### src/adts_pkg.sv
// shared types and constants for the adts frame deframer
// covers controller states, command and status bundles and the time step table
// no dependencies
package adts_pkg;

  // header byte codes and limits
  localparam logic [7:0] SYNC_BYTE    = 8'hFF;
  localparam logic [7:0] SECOND_MASK  = 8'hF6;
  localparam logic [7:0] SECOND_MATCH = 8'hF0;
  localparam logic [3:0] MAX_SRI      = 4'd11;
  localparam logic [12:0] MIN_LEN     = 13'd8;

  // header handling counts
  localparam int unsigned CNT_W = 3;
  localparam logic [CNT_W-1:0] HDR_LAST     = 3'd7;
  localparam logic [CNT_W-1:0] RESCAN_BYTES = 3'd6;
  localparam int unsigned HDR_BYTES = 8;

  // sample rates in Hz per index
  localparam longint unsigned R0  = 96000;
  localparam longint unsigned R1  = 88200;
  localparam longint unsigned R2  = 64000;
  localparam longint unsigned R3  = 48000;
  localparam longint unsigned R4  = 44100;
  localparam longint unsigned R5  = 32000;
  localparam longint unsigned R6  = 24000;
  localparam longint unsigned R7  = 22050;
  localparam longint unsigned R8  = 16000;
  localparam longint unsigned R9  = 12000;
  localparam longint unsigned R10 = 11025;
  localparam longint unsigned R11 = 8000;

  // 1024 samples with 32 fraction bits
  localparam longint unsigned T42 = 64'd1 << 42;

  // time step per rate index and block code: round(blocks * 2^42 / rate)
  localparam logic [31:0] INC_TABLE [16][4] = '{
    '{32'((T42 + R0/2) / R0), 32'((2*T42 + R0/2) / R0),
      32'((3*T42 + R0/2) / R0), 32'((4*T42 + R0/2) / R0)},
    '{32'((T42 + R1/2) / R1), 32'((2*T42 + R1/2) / R1),
      32'((3*T42 + R1/2) / R1), 32'((4*T42 + R1/2) / R1)},
    '{32'((T42 + R2/2) / R2), 32'((2*T42 + R2/2) / R2),
      32'((3*T42 + R2/2) / R2), 32'((4*T42 + R2/2) / R2)},
    '{32'((T42 + R3/2) / R3), 32'((2*T42 + R3/2) / R3),
      32'((3*T42 + R3/2) / R3), 32'((4*T42 + R3/2) / R3)},
    '{32'((T42 + R4/2) / R4), 32'((2*T42 + R4/2) / R4),
      32'((3*T42 + R4/2) / R4), 32'((4*T42 + R4/2) / R4)},
    '{32'((T42 + R5/2) / R5), 32'((2*T42 + R5/2) / R5),
      32'((3*T42 + R5/2) / R5), 32'((4*T42 + R5/2) / R5)},
    '{32'((T42 + R6/2) / R6), 32'((2*T42 + R6/2) / R6),
      32'((3*T42 + R6/2) / R6), 32'((4*T42 + R6/2) / R6)},
    '{32'((T42 + R7/2) / R7), 32'((2*T42 + R7/2) / R7),
      32'((3*T42 + R7/2) / R7), 32'((4*T42 + R7/2) / R7)},
    '{32'((T42 + R8/2) / R8), 32'((2*T42 + R8/2) / R8),
      32'((3*T42 + R8/2) / R8), 32'((4*T42 + R8/2) / R8)},
    '{32'((T42 + R9/2) / R9), 32'((2*T42 + R9/2) / R9),
      32'((3*T42 + R9/2) / R9), 32'((4*T42 + R9/2) / R9)},
    '{32'((T42 + R10/2) / R10), 32'((2*T42 + R10/2) / R10),
      32'((3*T42 + R10/2) / R10), 32'((4*T42 + R10/2) / R10)},
    '{32'((T42 + R11/2) / R11), 32'((2*T42 + R11/2) / R11),
      32'((3*T42 + R11/2) / R11), 32'((4*T42 + R11/2) / R11)},
    '{32'd0, 32'd0, 32'd0, 32'd0},
    '{32'd0, 32'd0, 32'd0, 32'd0},
    '{32'd0, 32'd0, 32'd0, 32'd0},
    '{32'd0, 32'd0, 32'd0, 32'd0}
  };

  // controller states
  typedef enum logic [2:0] {
    ST_SEEK,
    ST_CHECK,
    ST_FILL,
    ST_EMIT,
    ST_PASS
  } state_e;

  // header store operations
  typedef enum logic [1:0] {
    HOP_NONE,
    HOP_START,
    HOP_APPEND
  } hunt_op_e;

  // fields decoded from one header
  typedef struct packed {
    logic        mpeg_version;
    logic [1:0]  block_code;
    logic [3:0]  sample_rate_index;
    logic [12:0] frame_length;
  } frame_t;

  // controller to datapath
  typedef struct packed {
    logic     use_replay;
    hunt_op_e hop;
    logic     load_hdr;
    logic     load_rescan;
    logic     shift_replay;
    logic     take_frame;
    logic     pass_byte;
    logic     out_load;
    logic     out_from_replay;
    logic     out_first;
    logic     out_last;
  } cmd_t;

  // datapath to controller
  typedef struct packed {
    logic byte_is_sync;
    logic byte_second_ok;
    logic fill_last;
    logic header_ok;
    logic len_is_min;
    logic left_is_one;
    logic out_free;
  } sts_t;

endpackage

### src/adts_controller.sv
// controller of the adts frame deframer: sync hunt, header check,
// header emission, rescan and payload pass-through
// depends on adts_pkg
module adts_controller (
  input  logic           clk_i,
  input  logic           rst_ni,
  input  logic           in_valid_i,
  output logic           in_stall_o,
  input  adts_pkg::sts_t sts_i,
  output adts_pkg::cmd_t cmd_o
);
  import adts_pkg::*;

  state_e           state_q, state_d;
  logic [CNT_W-1:0] cnt_q, cnt_d;
  logic             replay;
  logic             byte_go;

  // state and counter registers
  always_ff @(posedge clk_i or negedge rst_ni) begin
    if (!rst_ni) begin
      state_q <= ST_SEEK;
      cnt_q   <= '0;
    end else begin
      state_q <= state_d;
      cnt_q   <= cnt_d;
    end
  end

  // in hunt states a nonzero count means rescan bytes still pending
  assign replay  = (cnt_q != '0);
  assign byte_go = replay || in_valid_i;

  // next state and commands
  always_comb begin
    state_d    = state_q;
    cnt_d      = cnt_q;
    cmd_o      = '0;
    cmd_o.hop  = HOP_NONE;
    in_stall_o = 1'b1;
    case (state_q)
      ST_SEEK, ST_CHECK, ST_FILL: begin
        cmd_o.use_replay = replay;
        in_stall_o       = replay;
        if (byte_go) begin
          if (replay) begin
            cmd_o.shift_replay = 1'b1;
            cnt_d              = cnt_q - CNT_W'(1);
          end
          case (state_q)
            ST_SEEK: begin
              if (sts_i.byte_is_sync) begin
                cmd_o.hop = HOP_START;
                state_d   = ST_CHECK;
              end
            end
            ST_CHECK: begin
              if (sts_i.byte_second_ok) begin
                cmd_o.hop = HOP_APPEND;
                state_d   = ST_FILL;
              end else begin
                state_d = ST_SEEK;
              end
            end
            default: begin
              cmd_o.hop = HOP_APPEND;
              // last header byte: accept the frame or rescan bytes 2..7
              if (sts_i.fill_last) begin
                if (sts_i.header_ok) begin
                  cmd_o.load_hdr   = 1'b1;
                  cmd_o.take_frame = 1'b1;
                  cnt_d            = '0;
                  state_d          = ST_EMIT;
                end else begin
                  cmd_o.load_rescan = 1'b1;
                  cnt_d             = RESCAN_BYTES;
                  state_d           = ST_SEEK;
                end
              end
            end
          endcase
        end
      end
      ST_EMIT: begin
        // header bytes out of the replay line, one per free output slot
        if (sts_i.out_free) begin
          cmd_o.out_load        = 1'b1;
          cmd_o.out_from_replay = 1'b1;
          cmd_o.out_first       = (cnt_q == '0);
          cmd_o.out_last        = (cnt_q == HDR_LAST) && sts_i.len_is_min;
          cmd_o.shift_replay    = 1'b1;
          cnt_d                 = cnt_q + CNT_W'(1);
          if (cnt_q == HDR_LAST) begin
            state_d = sts_i.len_is_min ? ST_SEEK : ST_PASS;
          end
        end
      end
      ST_PASS: begin
        // payload bytes straight to the output register
        in_stall_o = !sts_i.out_free;
        if (in_valid_i && sts_i.out_free) begin
          cmd_o.out_load  = 1'b1;
          cmd_o.out_last  = sts_i.left_is_one;
          cmd_o.pass_byte = 1'b1;
          if (sts_i.left_is_one) begin
            state_d = ST_SEEK;
          end
        end
      end
      default: begin
        state_d = ST_SEEK;
        cnt_d   = '0;
      end
    endcase
  end

endmodule

### config.mk
export PLATFORM = sky130hd
export DESIGN_NAME = adts_controller
export DESIGN_NICKNAME = d
export VERILOG_FILES = /design/src/adts_pkg.sv /design/src/adts_controller.sv
export SDC_FILE = /design/constraint.sdc
export NUM_CORES = 1
export LEC_CHECK = 0
export BUFFER_PORTS_ARGS = -buffer_cell sky130_fd_sc_hd__buf_2
export CAP_MARGIN = 25
export CORE_ASPECT_RATIO = 1.1
export CORE_MARGIN = 4
export CORE_UTILIZATION = 40
export DETAILED_ROUTE_END_ITERATION = 12
export PLACE_DENSITY = 0.7
export SLEW_MARGIN = 20
export SYNTH_ARGS = -nofsm -noshare
export SYNTH_HDL_FRONTEND = slang
export SYNTH_SLANG_ARGS = --single-unit
### constraint.sdc
create_clock -name clk_i -period 1.8 [get_ports clk_i]
set_input_delay 0.36 -clock clk_i [delete_from_list [all_inputs] [get_ports clk_i]]
set_output_delay 0.36 -clock clk_i [all_outputs]
set_load 0.03 [all_outputs]
# --- Word level (Yosys, flattened, before mapping) ---
# Index checks and enable logic that the tools add are counted.
classes:
  add_sub_neg: 2
  eq_ne: 12
  muxes: 42
  bitwise_logic: 1
  reduce_logical: 11
ops:
  columns: ["op", "n"]
  rows:
  - ["2-to-1 mux 3 bit", 14]
  - ["case mux 3 bit (3 select lines)", 2]
  - ["2-to-1 mux 2 bit", 7]
  - ["2-to-1 mux 1 bit", 10]
  - ["!= test 2 bit, second input constant", 5]
  - ["case mux 1 bit (2 select lines)", 4]
  - ["AND reduction 7 bit", 1]
  - ["equality test 3 x 2 -> 1 bit, second input constant", 2]
  - ["equality test 3 bit, second input constant", 2]
  - ["logical NOT 3 bit", 2]
  - ["2-to-1 mux 6 bit", 1]
  - ["case mux 3 bit (2 select lines)", 1]
  - ["2-to-1 mux 5 bit", 1]
  - ["2-to-1 mux 4 bit", 1]
  - ["!= test 4 bit, second input constant", 1]
  - ["case mux 2 bit (2 select lines)", 1]
  - ["adder 3 x 1 -> 3 bit, second input constant", 1]
  - ["equality test 3 x 1 -> 1 bit, second input constant", 1]
  - ["!= test 3 bit, second input constant", 1]
  - ["AND reduction 3 bit", 1]
  - ["nonzero test 3 bit", 1]
  - ["OR reduction 3 bit", 1]
  - ["subtractor 3 x 1 -> 3 bit, second input constant", 1]
  - ["logical AND 1 bit", 2]
  - ["other kinds (4)", 4]
word_totals:
  regBits: 6
  word_cells: 70

# --- Logic depth before layout (Yosys ltp) ---
# Gate-level depths: netlist of the first run.
depth:
  ltp_word: 6
  ltp_mapped: 7
  mapped_depth_nobuf: 7

# --- Least setup slack after synthesis of the first run ---
# Ideal clock, no wire load.
synth_timing:
  path_kind: "reg2out"
  from: "reg cnt_q[0]"
  to: "out cmd_o[9] (netlist name)"
  arrival_time_ps: 1750
  required_time_ps: 1440
  setup_slack_ps: -310
  stages_incl_launch_ff: 5
  path_buffers: 0
  path_cell_list: "dfrtp_1 -> inv_1 -> ha_1 -> nor3b_1 -> nor4_1"
synth_rtl:
  columns: ["element", "line", "text"]
  rows:
  - ["start, declared", "adts_controller.sv:15", "logic [CNT_W-1:0] cnt_q, cnt_d;"]
  - ["start signal, assigned", "adts_controller.sv:26", "cnt_q <= cnt_d;"]
  - ["end, declared", "adts_controller.sv:10", "output adts_pkg::cmd_t cmd_o"]

==> results.py, run 1 <==
metrics = {
    "status": {
        "outcome": "finished, violations left",
        "violations": "setup timing",
    },
    "global_route": {
        "overflow": 0,
        "track_usage_pct": 20.4,
        "antenna_found_initial": 0,
        "grt_max_degree": 11,
        "grt_pass1_wl_um": 3410,
        "grt_pass1_vias": 784,
    },
    "sta": {
        "clock_skew_ns": 0.00371,
        "setup_ws_ns": -0.0282,
        "finalHoldViolCount": 0,
        "fmax_mhz": 547,
        "slew_headroom_pct": 72.8,
        "min_period_over_period_pct": 102,
        "fin_hold_ws_ns": 0.364,
        "tightest_slew_ns": 0.402,
        "fin_tns_setup_ns": -0.119,
        "setup_violations": 5,
        "rsz0062_at_grt": "yes",
        "finalCriticalPeriod_ns": 1.83,
        "slew_viol_final": 0,
    },
    "hold_path": {
        "hp-class": "primary input to register",
    },
    "setup_path": {
        "cp.required_ns": 1.44,
        "crit_path_end_kind": "primary output",
        "cp-start-kind": "register",
        "crit_arrival_ns": 1.47,
        "path_class": "register to primary output",
        "cp_max_fo": 2,
    },
    "flow_run": {
        "max_cap_viol_count": 0,
    },
    "final_layout": {
        "drive_above_1_share_pct": 64.2,
        "syn_to_final_growth_pct": 78.3,
        "post-route-cell-area_um2": 1090,
        "final_nets": 136,
        "final_util_pct": 77.9,
        "insertedDiodeCount": 0,
    },
    "clock_network": {
        "root_buffer": "clkbuf_4",
        "h-tree-depth": 1,
        "clock-sinks": 6,
        "cts_tree": "done",
        "clk_path_buf_depth": 2,
        "cts_buffers": 3,
        "clk_pin_slew_ns": 0.04,
        "insertion_delay_ns": 0.24,
    },
    "die": {
        "ios": 23,
        "num_rows": 14,
        "initial_core_util_pct": 43.7,
        "die-area_um2": 2220,
        "core_um2": 1400,
        "die_w_um": 45.3,
        "die_y_um": 49.0,
    },
    "place": {
        "dp_hpwl_um": 1470,
        "gp_congestion": 0.984,
        "portBuffers": 22,
        "postPlaceCellArea_um2": 840,
    },
    "synthesis": {
        "synthesis.area_um2": 612,
        "synth_top_area_share_pct": 24.5,
        "synthTopCellsByArea": "dfrtp_1 (25%), ha_1 (8.2%), o21ai_0 (6.5%), nand2_1 (4.9%), nand2b_1 (4.1%)",
        "syn-num-nets": 93,
        "yosysTopAreaCell": "dfrtp_1",
        "synth_edf_count": 0,
        "ys_ff_latch": 6,
        "synth.distinct_cells": 35,
        "async_flop_share_pct": 100,
        "ys.flop_type": "dfrtp_1",
        "yosysWarnings": 0,
        "ys_seq_area_share_pct": 24.5,
        "postSynthAreaPerCell_um2": 7.74,
        "synth_commonest_cells": "nand2_1 (8), o21ai_0 (8), dfrtp_1 (6), inv_1 (6), nor2_1 (6)",
        "synthCells": 79,
    },
    "pwr": {
        "power_leakage_uw": 0.000510,
        "power_per_cell_area_nw_per_um2": 1980,
        "fin_total_pwr_uw": 2160,
        "vdd_drop_max_uv": 1020,
    },
    "detailed_routing": {
        "dr.pass1.iters": 4,
        "drt_iter0_drc": 20,
        "remaining_drc_errors": 0,
        "via_per_inst": 5.95,
        "wl_per_cell_um": 16.3,
        "routed-via-count": 809,
        "drtAntennaViolNets": 0,
        "wirelength_um": 2220,
    },
}
==> path summary, 6_finish.rpt <==
kind                                   startpoint  slack [ns]  depth (start not counted)                      to
min in group asynchronous                  rst_ni        0.47                          2    cnt_q[0]$_DFFE_PN0P_
hold / removal                           sts_i[2]        0.36                          2  state_q[2]$_DFFE_PN0P_
setup reg to reg           state_q[1]$_DFFE_PN0P_        0.07                          7    cnt_q[1]$_DFFE_PN0P_
max in group asynchronous                  rst_ni        1.18                          2  state_q[0]$_DFFE_PN0P_
setup / recovery             cnt_q[0]$_DFFE_PN0P_       -0.03                          5                cmd_o[0]
hold reg to reg              cnt_q[2]$_DFFE_PN0P_        0.66                          2    cnt_q[2]$_DFFE_PN0P_
==> critical path, stage by stage, from the launching register on <==
cell	delay, ns
dfrtp_1	0.39
buf_6	0.13
ha_4	0.15
ha_4	0.15
a32o_2	0.26
buf_6	0.14
==> power by group <==
group          internal (uW)  switching, uW
Clock                   75.0           42.8
Combinational            852            876
Sequential               209            109
==> area by class of cell <==
| type | instances | area, um2 |
|---|---|---|
| clock buffers | 3 | 22.5 |
| multi-input cells | 63 | 549 |
| flip-flops and latches | 6 | 155 |
| inverters | 6 | 22.5 |
| repair buffers | 42 | 322 |
| fillers | 86 | 310 |
| well taps | 16 | 20.0 |
==> state kept, by name (all words and copies together) (netlist names) <==
| register | flops |
|---|---|
| state_q | 3 |
| cnt_q | 3 |
==> metrics by stage <==
stage	setup slack, ns	cells
global route	-0.107	136
global placement	-0.0150	126
detailed placement	-0.0939	126
finish	-0.0282	136
CTS	-0.0508	135
floorplan	0.0164	79
==> cell families (layout without fill, tap and decap cells) <==
logic type	count (synthesis)	count (layout)	share of synthesized area, %
buffers and inverters	10	51	8.18
adders and majority gates	4	4	8.18
and+or+nand+nor	32	32	28.2
muxes	1	1	1.64
AOI/OAI and AO/OA	26	26	29.2
DFF	6	6	24.5
==> per-layer routing <==
metal  GRT usage, %  part of all wire [%]  vias to the layer above
li1               -                     -                      375
met1           22.0                    36                      381
met2           34.4                    55                       42
met3           4.06                   4.9                       11
met4           13.2                   3.7                        0
met5              0                     0                        -
==> repair_timing <==
| action | 4_1_cts | 5_1_grt |
|---|---|---|
| resized for setup | 26 | 28 |
| pin swaps | 4 | 11 |
| endpoints found under the setup margin | 15 | 16 |
| hold buffers | 1 | 0 |
| buffers inserted | 5 | 1 |
| hold endpoints to repair | 6 | 0 |
==> cells in the final DEF, fill, tap and decap left out, types with 2 or more instances in the layout <==
cell type,netlist,layout
a21oi_1,3,2
a31oi_1,2,2
a32oi_1,2,2
buf_2,1,12
buf_4,3,20
buf_6,0,9
clkbuf_4,0,3
dfrtp_1,6,2
dfrtp_2,0,4
ha_4,0,3
inv_1,6,3
inv_2,0,3
nand2_1,8,7
nand2b_4,0,2
nor2_1,6,3
nor2_2,0,2
o21ai_0,8,6
o21ai_1,0,2
or3_1,2,2
Power figures use the tool's default switching activity.
==> run 2, diff against run 1 <==
Settings changed: CORE_ASPECT_RATIO 1.1 to default.
==> run 2 against run 1 <==
  * The flow still finishes with violations (setup timing)
  * Combinational power about the same
  * Clock power is essentially flat
  * Fmax shrank 2.3%
  * Clock-buffer cell count stayed put
  * Core utilization is 1.2 points higher
  * Worst hold slack about the same
==> results.py, run 2 (same netlist as run 1, synthesis figures left out) <==
metrics = {
    "status": {
        "outcome": "finished, violations left",
        "violations": "setup timing",
    },
    "detailed_routing": {
        "wirelength_um": 2050,
        "drt_iter0_drc": 24,
        "drtAntennaViolNets": 0,
        "wl_per_cell_um": 15.2,
        "remaining_drc_errors": 0,
        "routed-via-count": 778,
        "via_per_inst": 5.76,
        "dr.pass1.iters": 4,
    },
    "die": {
        "initial_core_util_pct": 44.8,
        "die_w_um": 47.1,
        "core_um2": 1370,
        "num_rows": 13,
        "die_y_um": 47.1,
        "die-area_um2": 2220,
        "ios": 23,
    },
    "sta": {
        "setup_ws_ns": -0.0710,
        "finalCriticalPeriod_ns": 1.87,
        "slew_viol_final": 0,
        "min_period_over_period_pct": 104,
        "slew_headroom_pct": 73.9,
        "fin_hold_ws_ns": 0.363,
        "fmax_mhz": 534,
        "setup_violations": 7,
        "finalHoldViolCount": 0,
        "tightest_slew_ns": 0.387,
        "rsz0062_at_grt": "yes",
        "clock_skew_ns": 0.00193,
        "fin_tns_setup_ns": -0.263,
    },
    "pwr": {
        "netSwitchingPower_uw": 1010,
        "power_leakage_uw": 0.000501,
        "p_comb_share_pct": 80.5,
        "power_frac_clock_pct": 5.4,
        "fin_total_pwr_uw": 2140,
        "p_sw_share_pct": 46.9,
        "internal-power_uw": 1140,
        "vdd_drop_max_uv": 1180,
        "seq_power_share_pct": 14.1,
        "power_per_cell_area_nw_per_um2": 1990,
    },
    "setup_path": {
        "cp_max_fo": 3,
        "startpoint": "cnt_q[0]$_DFFE_PN0P_",
        "crit_chain": "inv_2 > ha_4 > buf_6 > nand2b_4 > and2_4 > or2_4 > buf_6",
        "path_class": "register to primary output",
        "r2r_start": "state_q[1]$_DFFE_PN0P_",
        "crit_arrival_ns": 1.51,
        "cp_slowest_cell": "dfrtp_1",
        "cp.required_ns": 1.44,
        "crit_path_end_kind": "primary output",
        "cp-start-kind": "register",
        "timing.critical_path.mode_cell": "buf_6",
        "cpPeakStageDelay_ns": 0.37,
        "crit_family": "simple AND/OR/NAND/NOR gates",
        "crit_buf_inv": 3,
    },
    "clock_network": {
        "clk_path_buf_depth": 2,
        "cts_buffers": 3,
        "h-tree-depth": 1,
        "root_buffer": "clkbuf_4",
        "insertion_delay_ns": 0.24,
        "cts_tree": "done",
        "clk_pin_slew_ns": 0.04,
        "clock-sinks": 6,
    },
    "place": {
        "dp_hpwl_um": 1350,
        "gp_congestion": 0.772,
        "dp.cells": 124,
        "post-place-ws_ns": -0.0118,
        "portBuffers": 22,
    },
    "hold_path": {
        "hp-class": "primary input to register",
        "min_from": "sts_i[2]",
    },
    "global_route": {
        "track_usage_pct": 19.8,
        "grt_max_degree": 12,
        "antenna_found_initial": 0,
        "overflow": 0,
        "grt_pass1_vias": 708,
        "grt_pass1_wl_um": 3120,
    },
    "final_layout": {
        "final_common_cell": "buf_4",
        "final_nets": 136,
        "multi_input_area_um2": 548,
        "final_cells": 135,
        "insertedDiodeCount": 0,
        "regArea_um2": 154,
        "reg_top3": "cnt_q (3), state_q (3)",
        "drive_above_1_share_pct": 61.7,
        "n_fill_cell": 79,
        "syn_to_final_growth_pct": 76.5,
        "final_cell_mix": "buf_4 (22), buf_2 (12), nand2_1 (7), o21ai_0 (7), buf_6 (7)",
    },
    "flow_run": {
        "max_cap_viol_count": 0,
    },
}
==> run 2: final cells by class <==
type	instances	area share (%)
Multi-Input combinational cell	63	50.8
Sequential cell	6	14.3
Inverter	6	2.09
Tap cell	15	1.74
Clock buffer	3	2.09
Timing Repair Buffer	42	29.1
==> run 2: power by group through the flow <==
stage / Sequential, uW / Clock, uW / Combinational [uW]
after floorplan: 249 / 0 / 886
after global placement: 267 / 0 / 1240
after detailed placement: 269 / 0 / 1240
after CTS: 287 / 124 / 1520
after global routing: 315 / 133 / 1850
final: 302 / 117 / 1730
==> run 2: path summary, 6_finish.rpt <==
kind                       cells past startpoint  slack, ns                endpoint
hold / removal                                 2       0.36  state_q[2]$_DFFE_PN0P_
hold reg to reg                                2       0.70    cnt_q[2]$_DFFE_PN0P_
min in group asynchronous                      2       0.47    cnt_q[0]$_DFFE_PN0P_
setup reg to reg                               6       0.06  state_q[0]$_DFFE_PN0P_
max in group asynchronous                      2       1.18  state_q[0]$_DFFE_PN0P_
setup / recovery                               7      -0.07                cmd_o[6]
==> run 2: timing repair <==
action | CTS | global route
endpoints found under the setup margin | 14 | 14
hold buffers | 1 | 0
gates resized for setup | 28 | 21
pin swaps | 4 | 5
endpoints found under the hold margin | 6 | 0
buffers inserted | 6 | 1
==> run 2: metal layers <==
| metal | part of all wire (%) | vias to the layer above | routed length (um) | GRT usage (%) |
|---|---|---|---|---|
| met2 | 51 | 30 | 1050 | 35.8 |
| met1 | 43 | 366 | 889 | 23.3 |
| met3 | 3.9 | 6 | 80 | 3.07 |
| li1 | - | 376 | - | - |
| met4 | 1.7 | 0 | 34 | 7.18 |
| met5 | 0 | - | 0 | 0 |
==> run 2: metrics by stage <==
step	cell area [um2]	util [%]
3_3_place_gp	831	60.8
3_5_place_dp	831	60.8
4_1_cts	1000	73.5
6_report	1080	79.0
5_1_grt	1080	79.0
2_1_floorplan	639	-
