$ cat config.mk
export PLATFORM = sky130hd
export DESIGN_NAME = adts_datapath
export DESIGN_NICKNAME = d
export VERILOG_FILES = /design/src/adts_pkg.sv /design/src/adts_datapath.sv
export SDC_FILE = /design/constraint.sdc
export NUM_CORES = 1
export LEC_CHECK = 0
export ABC_AREA = 1
export BUFFER_PORTS_ARGS = -buffer_cell sky130_fd_sc_hd__buf_4
export CAP_MARGIN = 10
export CORE_ASPECT_RATIO = 1.4
export CORE_MARGIN = 5
export CORE_UTILIZATION = 55
export CTS_CLUSTER_SIZE = 28
export DETAILED_ROUTE_END_ITERATION = 7
export HOLD_SLACK_MARGIN = 0.03
export PLACE_DENSITY = 0.75
export SETUP_SLACK_MARGIN = 0.3
export SLEW_MARGIN = 20
export SYNTH_ARGS = -nofsm -noshare
export SYNTH_HDL_FRONTEND = slang
export SYNTH_SLANG_ARGS = --single-unit
$ cat constraint.sdc
create_clock -name clk_i -period 4.9 [get_ports clk_i]
set_input_delay 0.245 -clock clk_i [delete_from_list [all_inputs] [get_ports clk_i]]
set_output_delay 0.245 -clock clk_i [all_outputs]
set_load 0.01 [all_outputs]
$ cat src/adts_pkg.sv
// shared types and constants for the adts frame deframer
// covers controller states, command and status bundles and the time step table
// no dependencies
package adts_pkg;

  // header byte codes and limits
  localparam logic [7:0] SYNC_BYTE    = 8'hFF;
  localparam logic [7:0] SECOND_MASK  = 8'hF6;
  localparam logic [7:0] SECOND_MATCH = 8'hF0;
  localparam logic [3:0] MAX_SRI      = 4'd11;
  localparam logic [12:0] MIN_LEN     = 13'd8;

  // header handling counts
  localparam int unsigned CNT_W = 3;
  localparam logic [CNT_W-1:0] HDR_LAST     = 3'd7;
  localparam logic [CNT_W-1:0] RESCAN_BYTES = 3'd6;
  localparam int unsigned HDR_BYTES = 8;

  // sample rates in Hz per index
  localparam longint unsigned R0  = 96000;
  localparam longint unsigned R1  = 88200;
  localparam longint unsigned R2  = 64000;
  localparam longint unsigned R3  = 48000;
  localparam longint unsigned R4  = 44100;
  localparam longint unsigned R5  = 32000;
  localparam longint unsigned R6  = 24000;
  localparam longint unsigned R7  = 22050;
  localparam longint unsigned R8  = 16000;
  localparam longint unsigned R9  = 12000;
  localparam longint unsigned R10 = 11025;
  localparam longint unsigned R11 = 8000;

  // 1024 samples with 32 fraction bits
  localparam longint unsigned T42 = 64'd1 << 42;

  // time step per rate index and block code: round(blocks * 2^42 / rate)
  localparam logic [31:0] INC_TABLE [16][4] = '{
    '{32'((T42 + R0/2) / R0), 32'((2*T42 + R0/2) / R0),
      32'((3*T42 + R0/2) / R0), 32'((4*T42 + R0/2) / R0)},
    '{32'((T42 + R1/2) / R1), 32'((2*T42 + R1/2) / R1),
      32'((3*T42 + R1/2) / R1), 32'((4*T42 + R1/2) / R1)},
    '{32'((T42 + R2/2) / R2), 32'((2*T42 + R2/2) / R2),
      32'((3*T42 + R2/2) / R2), 32'((4*T42 + R2/2) / R2)},
    '{32'((T42 + R3/2) / R3), 32'((2*T42 + R3/2) / R3),
      32'((3*T42 + R3/2) / R3), 32'((4*T42 + R3/2) / R3)},
    '{32'((T42 + R4/2) / R4), 32'((2*T42 + R4/2) / R4),
      32'((3*T42 + R4/2) / R4), 32'((4*T42 + R4/2) / R4)},
    '{32'((T42 + R5/2) / R5), 32'((2*T42 + R5/2) / R5),
      32'((3*T42 + R5/2) / R5), 32'((4*T42 + R5/2) / R5)},
    '{32'((T42 + R6/2) / R6), 32'((2*T42 + R6/2) / R6),
      32'((3*T42 + R6/2) / R6), 32'((4*T42 + R6/2) / R6)},
    '{32'((T42 + R7/2) / R7), 32'((2*T42 + R7/2) / R7),
      32'((3*T42 + R7/2) / R7), 32'((4*T42 + R7/2) / R7)},
    '{32'((T42 + R8/2) / R8), 32'((2*T42 + R8/2) / R8),
      32'((3*T42 + R8/2) / R8), 32'((4*T42 + R8/2) / R8)},
    '{32'((T42 + R9/2) / R9), 32'((2*T42 + R9/2) / R9),
      32'((3*T42 + R9/2) / R9), 32'((4*T42 + R9/2) / R9)},
    '{32'((T42 + R10/2) / R10), 32'((2*T42 + R10/2) / R10),
      32'((3*T42 + R10/2) / R10), 32'((4*T42 + R10/2) / R10)},
    '{32'((T42 + R11/2) / R11), 32'((2*T42 + R11/2) / R11),
      32'((3*T42 + R11/2) / R11), 32'((4*T42 + R11/2) / R11)},
    '{32'd0, 32'd0, 32'd0, 32'd0},
    '{32'd0, 32'd0, 32'd0, 32'd0},
    '{32'd0, 32'd0, 32'd0, 32'd0},
    '{32'd0, 32'd0, 32'd0, 32'd0}
  };

  // controller states
  typedef enum logic [2:0] {
    ST_SEEK,
    ST_CHECK,
    ST_FILL,
    ST_EMIT,
    ST_PASS
  } state_e;

  // header store operations
  typedef enum logic [1:0] {
    HOP_NONE,
    HOP_START,
    HOP_APPEND
  } hunt_op_e;

  // fields decoded from one header
  typedef struct packed {
    logic        mpeg_version;
    logic [1:0]  block_code;
    logic [3:0]  sample_rate_index;
    logic [12:0] frame_length;
  } frame_t;

  // controller to datapath
  typedef struct packed {
    logic     use_replay;
    hunt_op_e hop;
    logic     load_hdr;
    logic     load_rescan;
    logic     shift_replay;
    logic     take_frame;
    logic     pass_byte;
    logic     out_load;
    logic     out_from_replay;
    logic     out_first;
    logic     out_last;
  } cmd_t;

  // datapath to controller
  typedef struct packed {
    logic byte_is_sync;
    logic byte_second_ok;
    logic fill_last;
    logic header_ok;
    logic len_is_min;
    logic left_is_one;
    logic out_free;
  } sts_t;

endpackage

$ cat src/adts_datapath.sv
// datapath of the adts frame deframer: header store, replay line, frame
// registers, time accumulator and output register
// depends on adts_pkg
module adts_datapath #(
  parameter int unsigned TIME_WIDTH = 48
) (
  input  logic                  clk_i,
  input  logic                  rst_ni,
  input  adts_pkg::cmd_t        cmd_i,
  output adts_pkg::sts_t        sts_o,
  input  logic [7:0]            data_byte_i,
  input  logic                  out_stall_i,
  output logic                  out_valid_o,
  output logic [7:0]            out_byte_o,
  output logic                  first_of_frame_o,
  output logic                  last_of_frame_o,
  output logic [12:0]           frame_length_o,
  output logic [3:0]            sample_rate_index_o,
  output logic [2:0]            block_count_o,
  output logic                  mpeg_version_o,
  output logic [TIME_WIDTH-1:0] end_time_o
);
  import adts_pkg::*;

  logic [7:0]            hdr_q [HDR_BYTES];
  logic [7:0]            replay_q [HDR_BYTES];
  logic [7:0]            replay_d [HDR_BYTES];
  logic [CNT_W-1:0]      fill_q, fill_d;
  logic [12:0]           left_q, left_d;
  frame_t                frame_q, frame_d;
  logic [TIME_WIDTH-1:0] elapsed_q, elapsed_d;
  logic                  out_valid_q, out_valid_d;
  logic [7:0]            out_byte_q;
  logic                  out_first_q, out_last_q;
  frame_t                out_frame_q;
  logic [TIME_WIDTH-1:0] out_time_q;
  logic [7:0]            cur_byte;
  frame_t                hdr_frame;

  // byte source: input or replayed header byte
  assign cur_byte = cmd_i.use_replay ? replay_q[0] : data_byte_i;

  // header decode from fixed store positions
  assign hdr_frame.mpeg_version      = hdr_q[1][3];
  assign hdr_frame.block_code        = hdr_q[6][1:0];
  assign hdr_frame.sample_rate_index = hdr_q[2][5:2];
  assign hdr_frame.frame_length      = {hdr_q[3][1:0], hdr_q[4], hdr_q[5][7:5]};

  // status to controller
  assign sts_o.byte_is_sync   = (cur_byte == SYNC_BYTE);
  assign sts_o.byte_second_ok = ((cur_byte & SECOND_MASK) == SECOND_MATCH);
  assign sts_o.fill_last      = (fill_q == HDR_LAST);
  assign sts_o.header_ok      = (hdr_frame.sample_rate_index <= MAX_SRI)
                             && (hdr_frame.frame_length >= MIN_LEN);
  assign sts_o.len_is_min     = (frame_q.frame_length == MIN_LEN);
  assign sts_o.left_is_one    = (left_q == 13'd1);
  assign sts_o.out_free       = !out_valid_q || !out_stall_i;

  // header store, written at position 0 on start, else at the fill position
  always_ff @(posedge clk_i) begin
    for (int i = 0; i < HDR_BYTES; i++) begin
      if ((cmd_i.hop == HOP_START && i == 0)
          || (cmd_i.hop == HOP_APPEND && fill_q == CNT_W'(i))) begin
        hdr_q[i] <= cur_byte;
      end
    end
  end

  // fill count
  always_comb begin
    fill_d = fill_q;
    case (cmd_i.hop)
      HOP_START:  fill_d = CNT_W'(1);
      HOP_APPEND: fill_d = fill_q + CNT_W'(1);
      default:    fill_d = fill_q;
    endcase
  end

  // replay line: whole header for emission or bytes 2..7 for rescan
  always_comb begin
    for (int i = 0; i < HDR_BYTES; i++) begin
      replay_d[i] = replay_q[i];
    end
    if (cmd_i.load_hdr) begin
      for (int i = 0; i < HDR_BYTES - 1; i++) begin
        replay_d[i] = hdr_q[i];
      end
      replay_d[HDR_BYTES-1] = cur_byte;
    end else if (cmd_i.load_rescan) begin
      for (int i = 0; i < HDR_BYTES - 3; i++) begin
        replay_d[i] = hdr_q[i+2];
      end
      replay_d[HDR_BYTES-3] = cur_byte;
    end else if (cmd_i.shift_replay) begin
      for (int i = 0; i < HDR_BYTES - 1; i++) begin
        replay_d[i] = replay_q[i+1];
      end
    end
  end

  always_ff @(posedge clk_i) begin
    for (int i = 0; i < HDR_BYTES; i++) begin
      replay_q[i] <= replay_d[i];
    end
  end

  // frame registers, payload count and time accumulator
  always_comb begin
    frame_d   = frame_q;
    left_d    = left_q;
    elapsed_d = elapsed_q;
    if (cmd_i.take_frame) begin
      frame_d   = hdr_frame;
      left_d    = hdr_frame.frame_length - MIN_LEN;
      elapsed_d = elapsed_q + TIME_WIDTH'(
        INC_TABLE[hdr_frame.sample_rate_index][hdr_frame.block_code]);
    end else if (cmd_i.pass_byte) begin
      left_d = left_q - 13'd1;
    end
  end

  always_ff @(posedge clk_i or negedge rst_ni) begin
    if (!rst_ni) begin
      fill_q    <= '0;
      left_q    <= '0;
      frame_q   <= '0;
      elapsed_q <= '0;
    end else begin
      fill_q    <= fill_d;
      left_q    <= left_d;
      frame_q   <= frame_d;
      elapsed_q <= elapsed_d;
    end
  end

  // output register valid
  assign out_valid_d = cmd_i.out_load || (out_valid_q && out_stall_i);

  always_ff @(posedge clk_i or negedge rst_ni) begin
    if (!rst_ni) begin
      out_valid_q <= 1'b0;
    end else begin
      out_valid_q <= out_valid_d;
    end
  end

  // output register payload
  always_ff @(posedge clk_i) begin
    if (cmd_i.out_load) begin
      out_byte_q  <= cmd_i.out_from_replay ? replay_q[0] : data_byte_i;
      out_first_q <= cmd_i.out_first;
      out_last_q  <= cmd_i.out_last;
      out_frame_q <= frame_q;
      out_time_q  <= elapsed_q;
    end
  end

  assign out_valid_o         = out_valid_q;
  assign out_byte_o          = out_byte_q;
  assign first_of_frame_o    = out_first_q;
  assign last_of_frame_o     = out_last_q;
  assign frame_length_o      = out_frame_q.frame_length;
  assign sample_rate_index_o = out_frame_q.sample_rate_index;
  assign block_count_o       = {1'b0, out_frame_q.block_code} + 3'd1;
  assign mpeg_version_o      = out_frame_q.mpeg_version;
  assign end_time_o          = out_time_q;

endmodule

## Word level (Yosys, flattened, before mapping)

Memory sizes are Yosys's and may differ from the RTL's.
Index checks and enable logic that the tools add are counted.

- $add $sub $neg: 5
- Multiply operators: 0
- Div/mod/pow operators: 0
- Order comparisons: 4
- Eq/ne operators: 13
- Shifts and indexed selects: 0
- Muxes and demuxes: 52
- Bitwise logic cells: 2
- Reductions and logical operators: 25

Operators by type and width:

| cell | number |
|---|---|
| 128-bit 2-to-1 mux | 2 |
| 56-bit 2-to-1 mux | 2 |
| 8-bit 2-to-1 mux | 11 |
| 32-bit binary-select mux with 2-bit select | 1 |
| 32-bit 2-to-1 mux | 2 |
| 8-bit OR reduction | 7 |
| 48-bit by 32-bit adder with 48-bit output | 1 |
| 48-bit 2-to-1 mux | 1 |
| 13-bit 2-to-1 mux | 2 |
| 1-bit 2-to-1 mux | 23 |
| 3-bit 2-to-1 mux | 7 |
| 13-bit by 1-bit == test with 1-bit output (second input constant) | 1 |
| 13-bit by 4-bit == test with 1-bit output (second input constant) | 1 |
| 13-bit by 4-bit >= comparator with 1-bit output (second input constant) | 1 |
| 13-bit by 1-bit subtractor with 13-bit output (second input constant) | 1 |
| 13-bit by 4-bit subtractor with 13-bit output (second input constant) | 1 |
| 3-bit == test (second input constant) | 4 |
| 1-bit logical AND | 10 |
| 8-bit == test (second input constant) | 1 |
| 3-bit by 2-bit == test with 1-bit output (second input constant) | 2 |
| 6-bit == test (second input constant) | 1 |
| 3-bit one-hot mux with 2 select lines | 1 |
| 5-bit >= comparator (second input constant) | 1 |
| 4-bit inverter with 5-bit output | 1 |
| other kinds (12) | 16 |

- Bits in registers: 163
- Bits in latches: 0
- Memory bits (writable): 128
- Bits in read-only memories: 2048
- Bits of input ports: 23
- Output and inout bits: 87
- Logic and storage cells: 120
- Memories: 3

Memories:

| name | words | bits a word | read ports | clocked after memory_dff | write ports | RTL line | text |
|---|---|---|---|---|---|---|---|
| (name not given) | 16 | 128 | 1 | 0 | 0 | adts_datapath.sv:116 | `INC_TABLE[hdr_frame.sample_rate_index][hdr_frame.block_code]);` |
| hdr_q | 8 | 8 | 7 | 0 | 1 | adts_datapath.sv:25 | `logic [7:0] hdr_q [HDR_BYTES];` |
| replay_q | 8 | 8 | 8 | 0 | 8 | adts_datapath.sv:26 | `logic [7:0] replay_q [HDR_BYTES];` |

## Logic depth before layout (Yosys ltp)

Gate-level depths: netlist of run 1.

- Depth in word-level cells: 12
- Depth in mapped cells: 25
- Mapped depth without buffers: 24

## Worst setup path after synthesis of run 1

OpenSTA, ideal clock, no wires.

- Kind: reg-to-reg
- From: memory hdr_q[2][2]
- To: register elapsed_q[22]
- Library setup time: 117 ps
- Arrival time: 3431 ps
- Required time: 4783 ps
- Setup slack: 1352 ps
- Stages on the path, launching flop included: 22
- Buffers on the path: 1
- Period minus slack after synthesis: 3548 ps
- Path through: edfxtp_1 clkbuf_1 inv_1 ha_1 inv_1 a21oi_1 o21ai_0 a31oi_1 nand2_1 o21ai_0 inv_1 ha_1 fa_1 nand3_1 nand3_1 nand2_1 nand2_1 nand2_1 nand3_1 or2_2 nand3_1 nand2_1

RTL lines:

| item | RTL line | text |
|---|---|---|
| from (decl) | adts_datapath.sv:25 |  |
| to (signal assigned) | adts_datapath.sv:132 | `elapsed_q <= elapsed_d;` |
| to (decl) | adts_datapath.sv:31 | `logic [TIME_WIDTH-1:0] elapsed_q, elapsed_d;` |

==> metrics.yaml, run 1 <==
sta:
  worst_pin_slew_ps: 1184
  finalMaxSlewViolations: 0
  slew_headroom_pct: 20.79
  fin_worst_skew_ps: 13.78
  hold_ws_ps: 93.16
  finalSetupTns_ps: 0
  setup-violations-final: 0
  hold_violations: 0
  rsz0062_at_grt: "false"
  period_minus_slack_ps: 4211
  post-route-period-util_pct: 85.93
  timing.fmax_mhz: 237.5
placement:
  portBuffers: 109
  gp_congestion: 0.9627
  dp_hpwl_um: 35140
cells_and_area:
  finish.net_count: 2022
  drive_gt1_share_pct: 9.332
  antennaDiodeCount: 0
  area_growth_pct: 13.18
grt:
  grt_pass1_wl_um: 71440
  grt_overflow: 0
  grt_max_degree: 66
  grt_pass1_vias: 12970
  antenna_found_initial: 0
  grt_usage_pct: 28.44
min_path:
  hold_path_class: "in2reg"
  min_path_cells: 2
setup_path:
  critical_path.endpoint_type: "flop"
  critPathKind: "reg2reg"
  critPathMaxFanout: 11
  cp.arrival_ps: 4670
  rr_worst_depth: 20
  cpPeakStageDelay_ps: 460
  worst_path_max_delay_cell: "fa_1"
  crit_top_cell: "nand2_1"
  cp-start-kind: "flop"
  critPathRequiredTime_ps: 5360
  crit_chain: "inv_1 > ha_1 > inv_1 > a21oi_1 > o21ai_0 > a31oi_1 > nand2_1 > o21ai_0 > inv_1 > ha_1 > fa_1 > nand3_1 > nand3_1 > nand2_1 > nand2_1 > nand2_1 > nand3_1 > or2_2 > nand3_1 > nand2_1"
power:
  p_leak_uw: 0.007998
  power_density_nw_per_um2: 421.4
  vdd.ir_drop.worst_mv: 0.3414
yosys:
  synth_edf_count: 198
  yosysMostFrequentCell: "nand2_1"
  ys_ff_latch: 283
  synth_cells: 1846
  synthArstFlopShare_pct: 30.04
  synthTopCellsByArea: "edfxtp_1 38%, dfrtp_1 14%, nand2_1 13%, inv_1 5.6%, ha_1 4.7%"
  syn_avg_cell_area_sq_um: 8.405
  syn_nets: 1928
  ys_seq_area_share_pct: 52.03
  yosysTopAreaCellShare_pct: 38.32
  synth-main-ff-cell: "edfxtp_1"
  yosys_warnings: 0
  synth_commonest_cells: "534 x nand2_1, 233 x inv_1, 198 x edfxtp_1"
  ys_types: 42
  syn_area_sq_um: 15520
  yosysTopAreaCell: "edfxtp_1"
drt:
  first_pass_iters: 6
  drc_errors: 0
  wirelength_um: 46600
  drt-met1-wl_um: 17560
  met2_length_um: 24490
  num_vias: 13135
  drtIter0Drc: 815
  ant_nets: 0
  routed.top_layer: "met4"
  wire_per_inst_um: 19.99
  routed-wl-met3_um: 2023
  viasPerCell: 5.635
die:
  chipHeight_um: 208.7
  initial_core_util_pct: 55.92
  io_pins: 110
  rows: 72
  core-area_sq_um: 27750
  die_w_um: 152.0
  die_area_sq_um: 31720
clocking:
  cts_buffer_depth: 3
  clkTransAtPathRegs_ps: 60
  cts_made_buffers: 27
  cts_tree: "done"
  cts.sinks: 283
  clockRootBuffer: "clkbuf_16"
  clock_latency_ps: 570
  cts-htree-levels: 1
  cts.repair.resized: 0
job:
  drv_cap: 0
run_status:
  status: "finished, final reports clean"
[layer usage]
layer,up-vias,track usage [%]
met3,142,2.566
met1,6179,32.69
met4,0,13.90
met5,-,0
li1,6327,-
met2,487,52.90
[final timing paths]
path | start | to | slack [ps]
max | hdr_q[2][3]$_DFFE_PP_ | elapsed_q[22]$_DFFE_PN0P_ | 690
min | cmd_i[2] | out_byte_o[5]$_DFFE_PP_ | 90
max reg2reg | hdr_q[2][3]$_DFFE_PP_ | elapsed_q[22]$_DFFE_PN0P_ | 690
min reg2reg | frame_q[16]$_DFFE_PN0P_ | sample_rate_index_o[3]$_DFFE_PP_ | 450
max in group asynchronous | rst_ni | elapsed_q[26]$_DFFE_PN0P_ | 3530
min in group asynchronous | rst_ni | fill_q[0]$_DFFE_PN0P_ | 140
[cell usage in the layout (no fill, tap or decap), drive strengths merged, types with 17 or more instances in the layout]
| cell | count |
|---|---|
| nor2 | 170 |
| buf | 129 |
| clkbuf | 36 |
| ha | 58 |
| o21ai | 109 |
| nand3 | 117 |
| o22ai | 42 |
| inv | 236 |
| edfxtp | 198 |
| a21oi | 80 |
| dfrtp | 85 |
| nand2 | 536 |
| nor3 | 17 |
[worst max-delay path, delay by kind of cell (launching register included)]
kind                     cells  cell delay (ps)
adder cells (fa/ha/maj)      3             1080
flip-flops                   1              380
buffers and inverters        3              340
AO/OA/AOI/OAI                4              910
AND/OR/NAND/NOR             10             1390
[cell families (layout without fill, tap and decap cells)]
family                     after synthesis  after routing  share of synthesized area, %
adders and majority gates               59             59                         4.806
DFF                                    283            283                         52.03
AOI/OAI and AO/OA                      291            291                         10.84
and+or+nand+nor                        880            880                         23.14
xor gates and xnor gates                18             18                         1.016
buffers and inverters                  315            430                         8.169
[registers in the layout (all words and copies together), names as in the netlist]
signal and count:
frame_q 20, last_of_frame_o 1, first_of_frame_o 1, out_frame_q 2, elapsed_q 48, out_valid_o 1
mpeg_version_o 1, out_byte_o 8, fill_q 3, frame_length_o 13, hdr_q 56, left_q 13
replay_q 64, sample_rate_index_o 4, end_time_o 48
[stage by stage]
stage	area [sq um]	std cells	power, uW	util, %	setup slack [ps]
floorplan	15520	1846	4617	-	1352
global placement	16560	2265	5395	59.68	389.9
detailed placement	16560	2265	5421	59.70	428.8
CTS	17550	2329	7432	63.24	407.5
global route	17560	2331	7804	63.29	505.4
finish	17560	2331	7400	63.29	689.3
[layout make-up]
class | count | area [sq um]
fillers | 2444 | 10180
repair buffers | 143 | 1109
multi-input cells | 1248 | 6185
clock inverters | 14 | 113.9
clock buffers | 36 | 729.5
well taps | 370 | 462.9
flip-flops and latches | 283 | 8073
inverters | 237 | 889.6
[power breakdown]
group | internal, uW | leakage, uW | total, uW | switching (uW)
sequential | 2980 | 0.00299 | 3230 | 255
combinational | 751 | 0.00461 | 2170 | 1420
clock | 1100 | 0.000401 | 2000 | 894
total | 4830 | 0.00800 | 7400 | 2570
[what timing repair did]
item,in CTS,in global routing
hold buffers,14,0
setup buffers,0,2
endpoints found under the setup margin,0,7
endpoints found under the hold margin,38,0
Note: power is estimated with default switching activity, not from simulation.
==> inputs of run 2 (changes only) <==
--- a/config.mk
+++ b/config.mk
@@ -14,7 +14,7 @@
 export CTS_CLUSTER_SIZE = 28
 export DETAILED_ROUTE_END_ITERATION = 7
 export HOLD_SLACK_MARGIN = 0.03
-export PLACE_DENSITY = 0.75
+export PLACE_DENSITY = 0.78
 export SETUP_SLACK_MARGIN = 0.3
 export SLEW_MARGIN = 20
 export SYNTH_ARGS = -nofsm -noshare
==> metrics.yaml, run 2 (synthesis gave the netlist of run 1 again) <==
clocking:
  cts_tree: "done"
  clockRootBuffer: "clkbuf_16"
  clkTransAtPathRegs_ps: 70  # about the same
  cts-htree-levels: 1  # unchanged
  cts_made_buffers: 28  # +3.7%
  cts_buffer_depth: 3  # unchanged
  cts.sinks: 283  # unchanged
  clock_latency_ps: 590  # +20 ps
cells_and_area:
  utilization_pct: 63.69  # +0.39 points
  final_area_sq_um: 17670  # +0.62%
  drive_gt1_share_pct: 9.684  # +0.35 points
  final_cell_mix: "534 x nand2_1, 233 x inv_1, 198 x edfxtp_1"
  largest_reg_flops: 64  # unchanged
  reg_top3: "replay_q: 64 flops, hdr_q: 56 flops"
  antennaDiodeCount: 0  # unchanged
  area_growth_pct: 13.89
  finish.net_count: 2022  # unchanged
  layout.cells.non_filler: 2332  # +0.043%
  layout_commonest_cell: "nand2_1"
  largest-register: "replay_q"
run_status:
  status: "finished, final reports clean"
drt:
  ant_nets: 0  # unchanged
  first_pass_iters: 6  # unchanged
  drc_errors: 0  # unchanged
  drtIter0Drc: 1142  # +40%
  wire_per_inst_um: 19.50  # -2.5%
  viasPerCell: 5.654  # +0.33%
  wirelength_um: 45480  # -2.4%
  num_vias: 13184  # +0.37%
placement:
  portBuffers: 109  # unchanged
  gp_congestion: 0.9853  # +2.3%
  pre_cts_slack_ps: 631.1  # +202.3 ps
  detailed_place.area_sq_um: 16580  # +0.11%
  dp.cells: 2268  # +0.13%
  dp_hpwl_um: 33630  # -4.3%
grt:
  grt_max_degree: 66  # unchanged
  grt_overflow: 0  # unchanged
  grt_pass1_wl_um: 71080  # -0.50%
  grt_usage_pct: 28.01  # -0.43 points
  grt_pass1_vias: 12866  # -0.80%
  antenna_found_initial: 0  # unchanged
sta:
  period_minus_slack_ps: 4147  # -63.55 ps
  fin_worst_skew_ps: 18.22  # +4.436 ps
  hold_violations: 0  # unchanged
  post-route-period-util_pct: 84.64  # -1.3 points
  setup-violations-final: 0  # unchanged
  rsz0062_at_grt: "false"
  fin_ws_ps: 752.9  # +63.55 ps
  finalMaxSlewViolations: 0  # unchanged
  worst_pin_slew_ps: 1096  # -87.86 ps
  slew_headroom_pct: 26.67  # +5.9 points
  finalSetupTns_ps: 0  # unchanged
  timing.fmax_mhz: 241.1  # +1.5%
setup_path:
  cp.arrival_ps: 4630  # -40 ps
  critPathRequiredTime_ps: 5380  # +20 ps
  r2r_start: "hdr_q[2][3]$_DFFE_PP_"
  r2r-end: "elapsed_q[22]$_DFFE_PN0P_"
  cp-endpoint: "elapsed_q[22]$_DFFE_PN0P_"
  cp-start-kind: "flop"
  critical_path.endpoint_type: "flop"
  r2r_setup_slack_ps: 750  # +60 ps
  crit_start: "hdr_q[2][3]$_DFFE_PP_"
  rr_worst_depth: 20  # unchanged
  critPathKind: "reg2reg"
  critPathMaxFanout: 11  # unchanged
power:
  comb_power_share_pct: 28.2  # -1.1 points
  pwr-share-seq_pct: 42.3  # -1.4 points
  internal_power_uw: 5026  # +4.0%
  p_leak_uw: 0.008053  # +0.69%
  power_density_nw_per_um2: 431.5  # +2.4%
  vdd.ir_drop.worst_mv: 0.3203  # -6.2%
  p_sw_uw: 2600  # +1.2%
  p_sw_share_pct: 34.09  # -0.63 points
  power_frac_clock_pct: 29.5  # +2.5 points
die:
  io_pins: 110  # unchanged
  die_area_sq_um: 31720  # unchanged
  core-area_sq_um: 27750  # unchanged
  initial_core_util_pct: 55.92  # unchanged
  chipHeight_um: 208.7  # unchanged
  rows: 72  # unchanged
  die_w_um: 152.0  # unchanged
job:
  drv_cap: 0  # unchanged
min_path:
  hold_path_class: "in2reg"
## run 2: through the flow
step           hold WS (ps)  total power [uW]
2_1_floorplan        -50.59              4617
3_3_place_gp          364.8              5356
3_5_place_dp          367.8              5396
4_1_cts               43.50              7639
5_1_grt               74.66              8064
6_report              58.48              7626
## run 2: how the worst min path moves through the flow
| stage | start | endpoint | slack, ps | depth (start not counted) |
|---|---|---|---|---|
| 3_3_place_gp | rst_ni | fill_q[0]$_DFFE_PN0P_ | 360 | 1 |
| 2_1_floorplan | rst_ni | elapsed_q[0]$_DFFE_PN0P_ | -50 | 0 |
| 3_5_place_dp | rst_ni | frame_q[16]$_DFFE_PN0P_ | 370 | 1 |
| 5_1_grt | data_byte_i[3] | out_byte_o[3]$_DFFE_PP_ | 70 | 3 |
| 6_report | data_byte_i[3] | out_byte_o[3]$_DFFE_PP_ | 60 | 3 |
| 4_1_cts | data_byte_i[3] | out_byte_o[3]$_DFFE_PP_ | 40 | 3 |
## run 2: power by group through the flow
stage	logic [uW]	registers, uW	clock network [uW]
after floorplan	1400	3220	0
after global placement	2090	3260	0
after detailed placement	2130	3270	0
after CTS	2140	3230	2270
after global routing	2420	3270	2380
final	2150	3230	2250
## run 2: layout make-up
type	count	area, sq um
Clock buffer	37	744.5
Clock inverter	15	216.5
Fill cell	2419	10080
Inverter	237	889.6
Multi-Input combinational cell	1248	6188
Sequential cell	283	8073
Tap cell	370	462.9
Timing Repair Buffer	142	1096
## run 2: metal layers
layer  vias to the layer above  wire length, um  track usage (%)
met3                       123             2290            2.649
met1                      6228            17310            33.73
met2                       523            23580            50.63
met5                         -                0                0
met4                         0             2305            13.00
li1                       6310                -                -
## run 2: critical path, stage by stage, from the launching register on
cell      delay, ps
edfxtp_1        430
inv_1           230
ha_1            380
inv_1            70
a21oi_2         250
o21ai_0         230
a31oi_1         170
nand2_1          60
o21ai_0         110
inv_1            70
ha_1            230
fa_1            470
nand3_1         120
nand3_1         220
nand2_1         130
nand2_1         130
nand2_1          90
nand3_1         210
or2_2           340
nand3_1          70
nand2_1          60
## run 2: timing repair
item,in CTS,in global routing
hold buffers,12,0
hold endpoints to repair,63,0
setup endpoints to repair,0,1
resized for setup,0,1
setup buffers,0,0
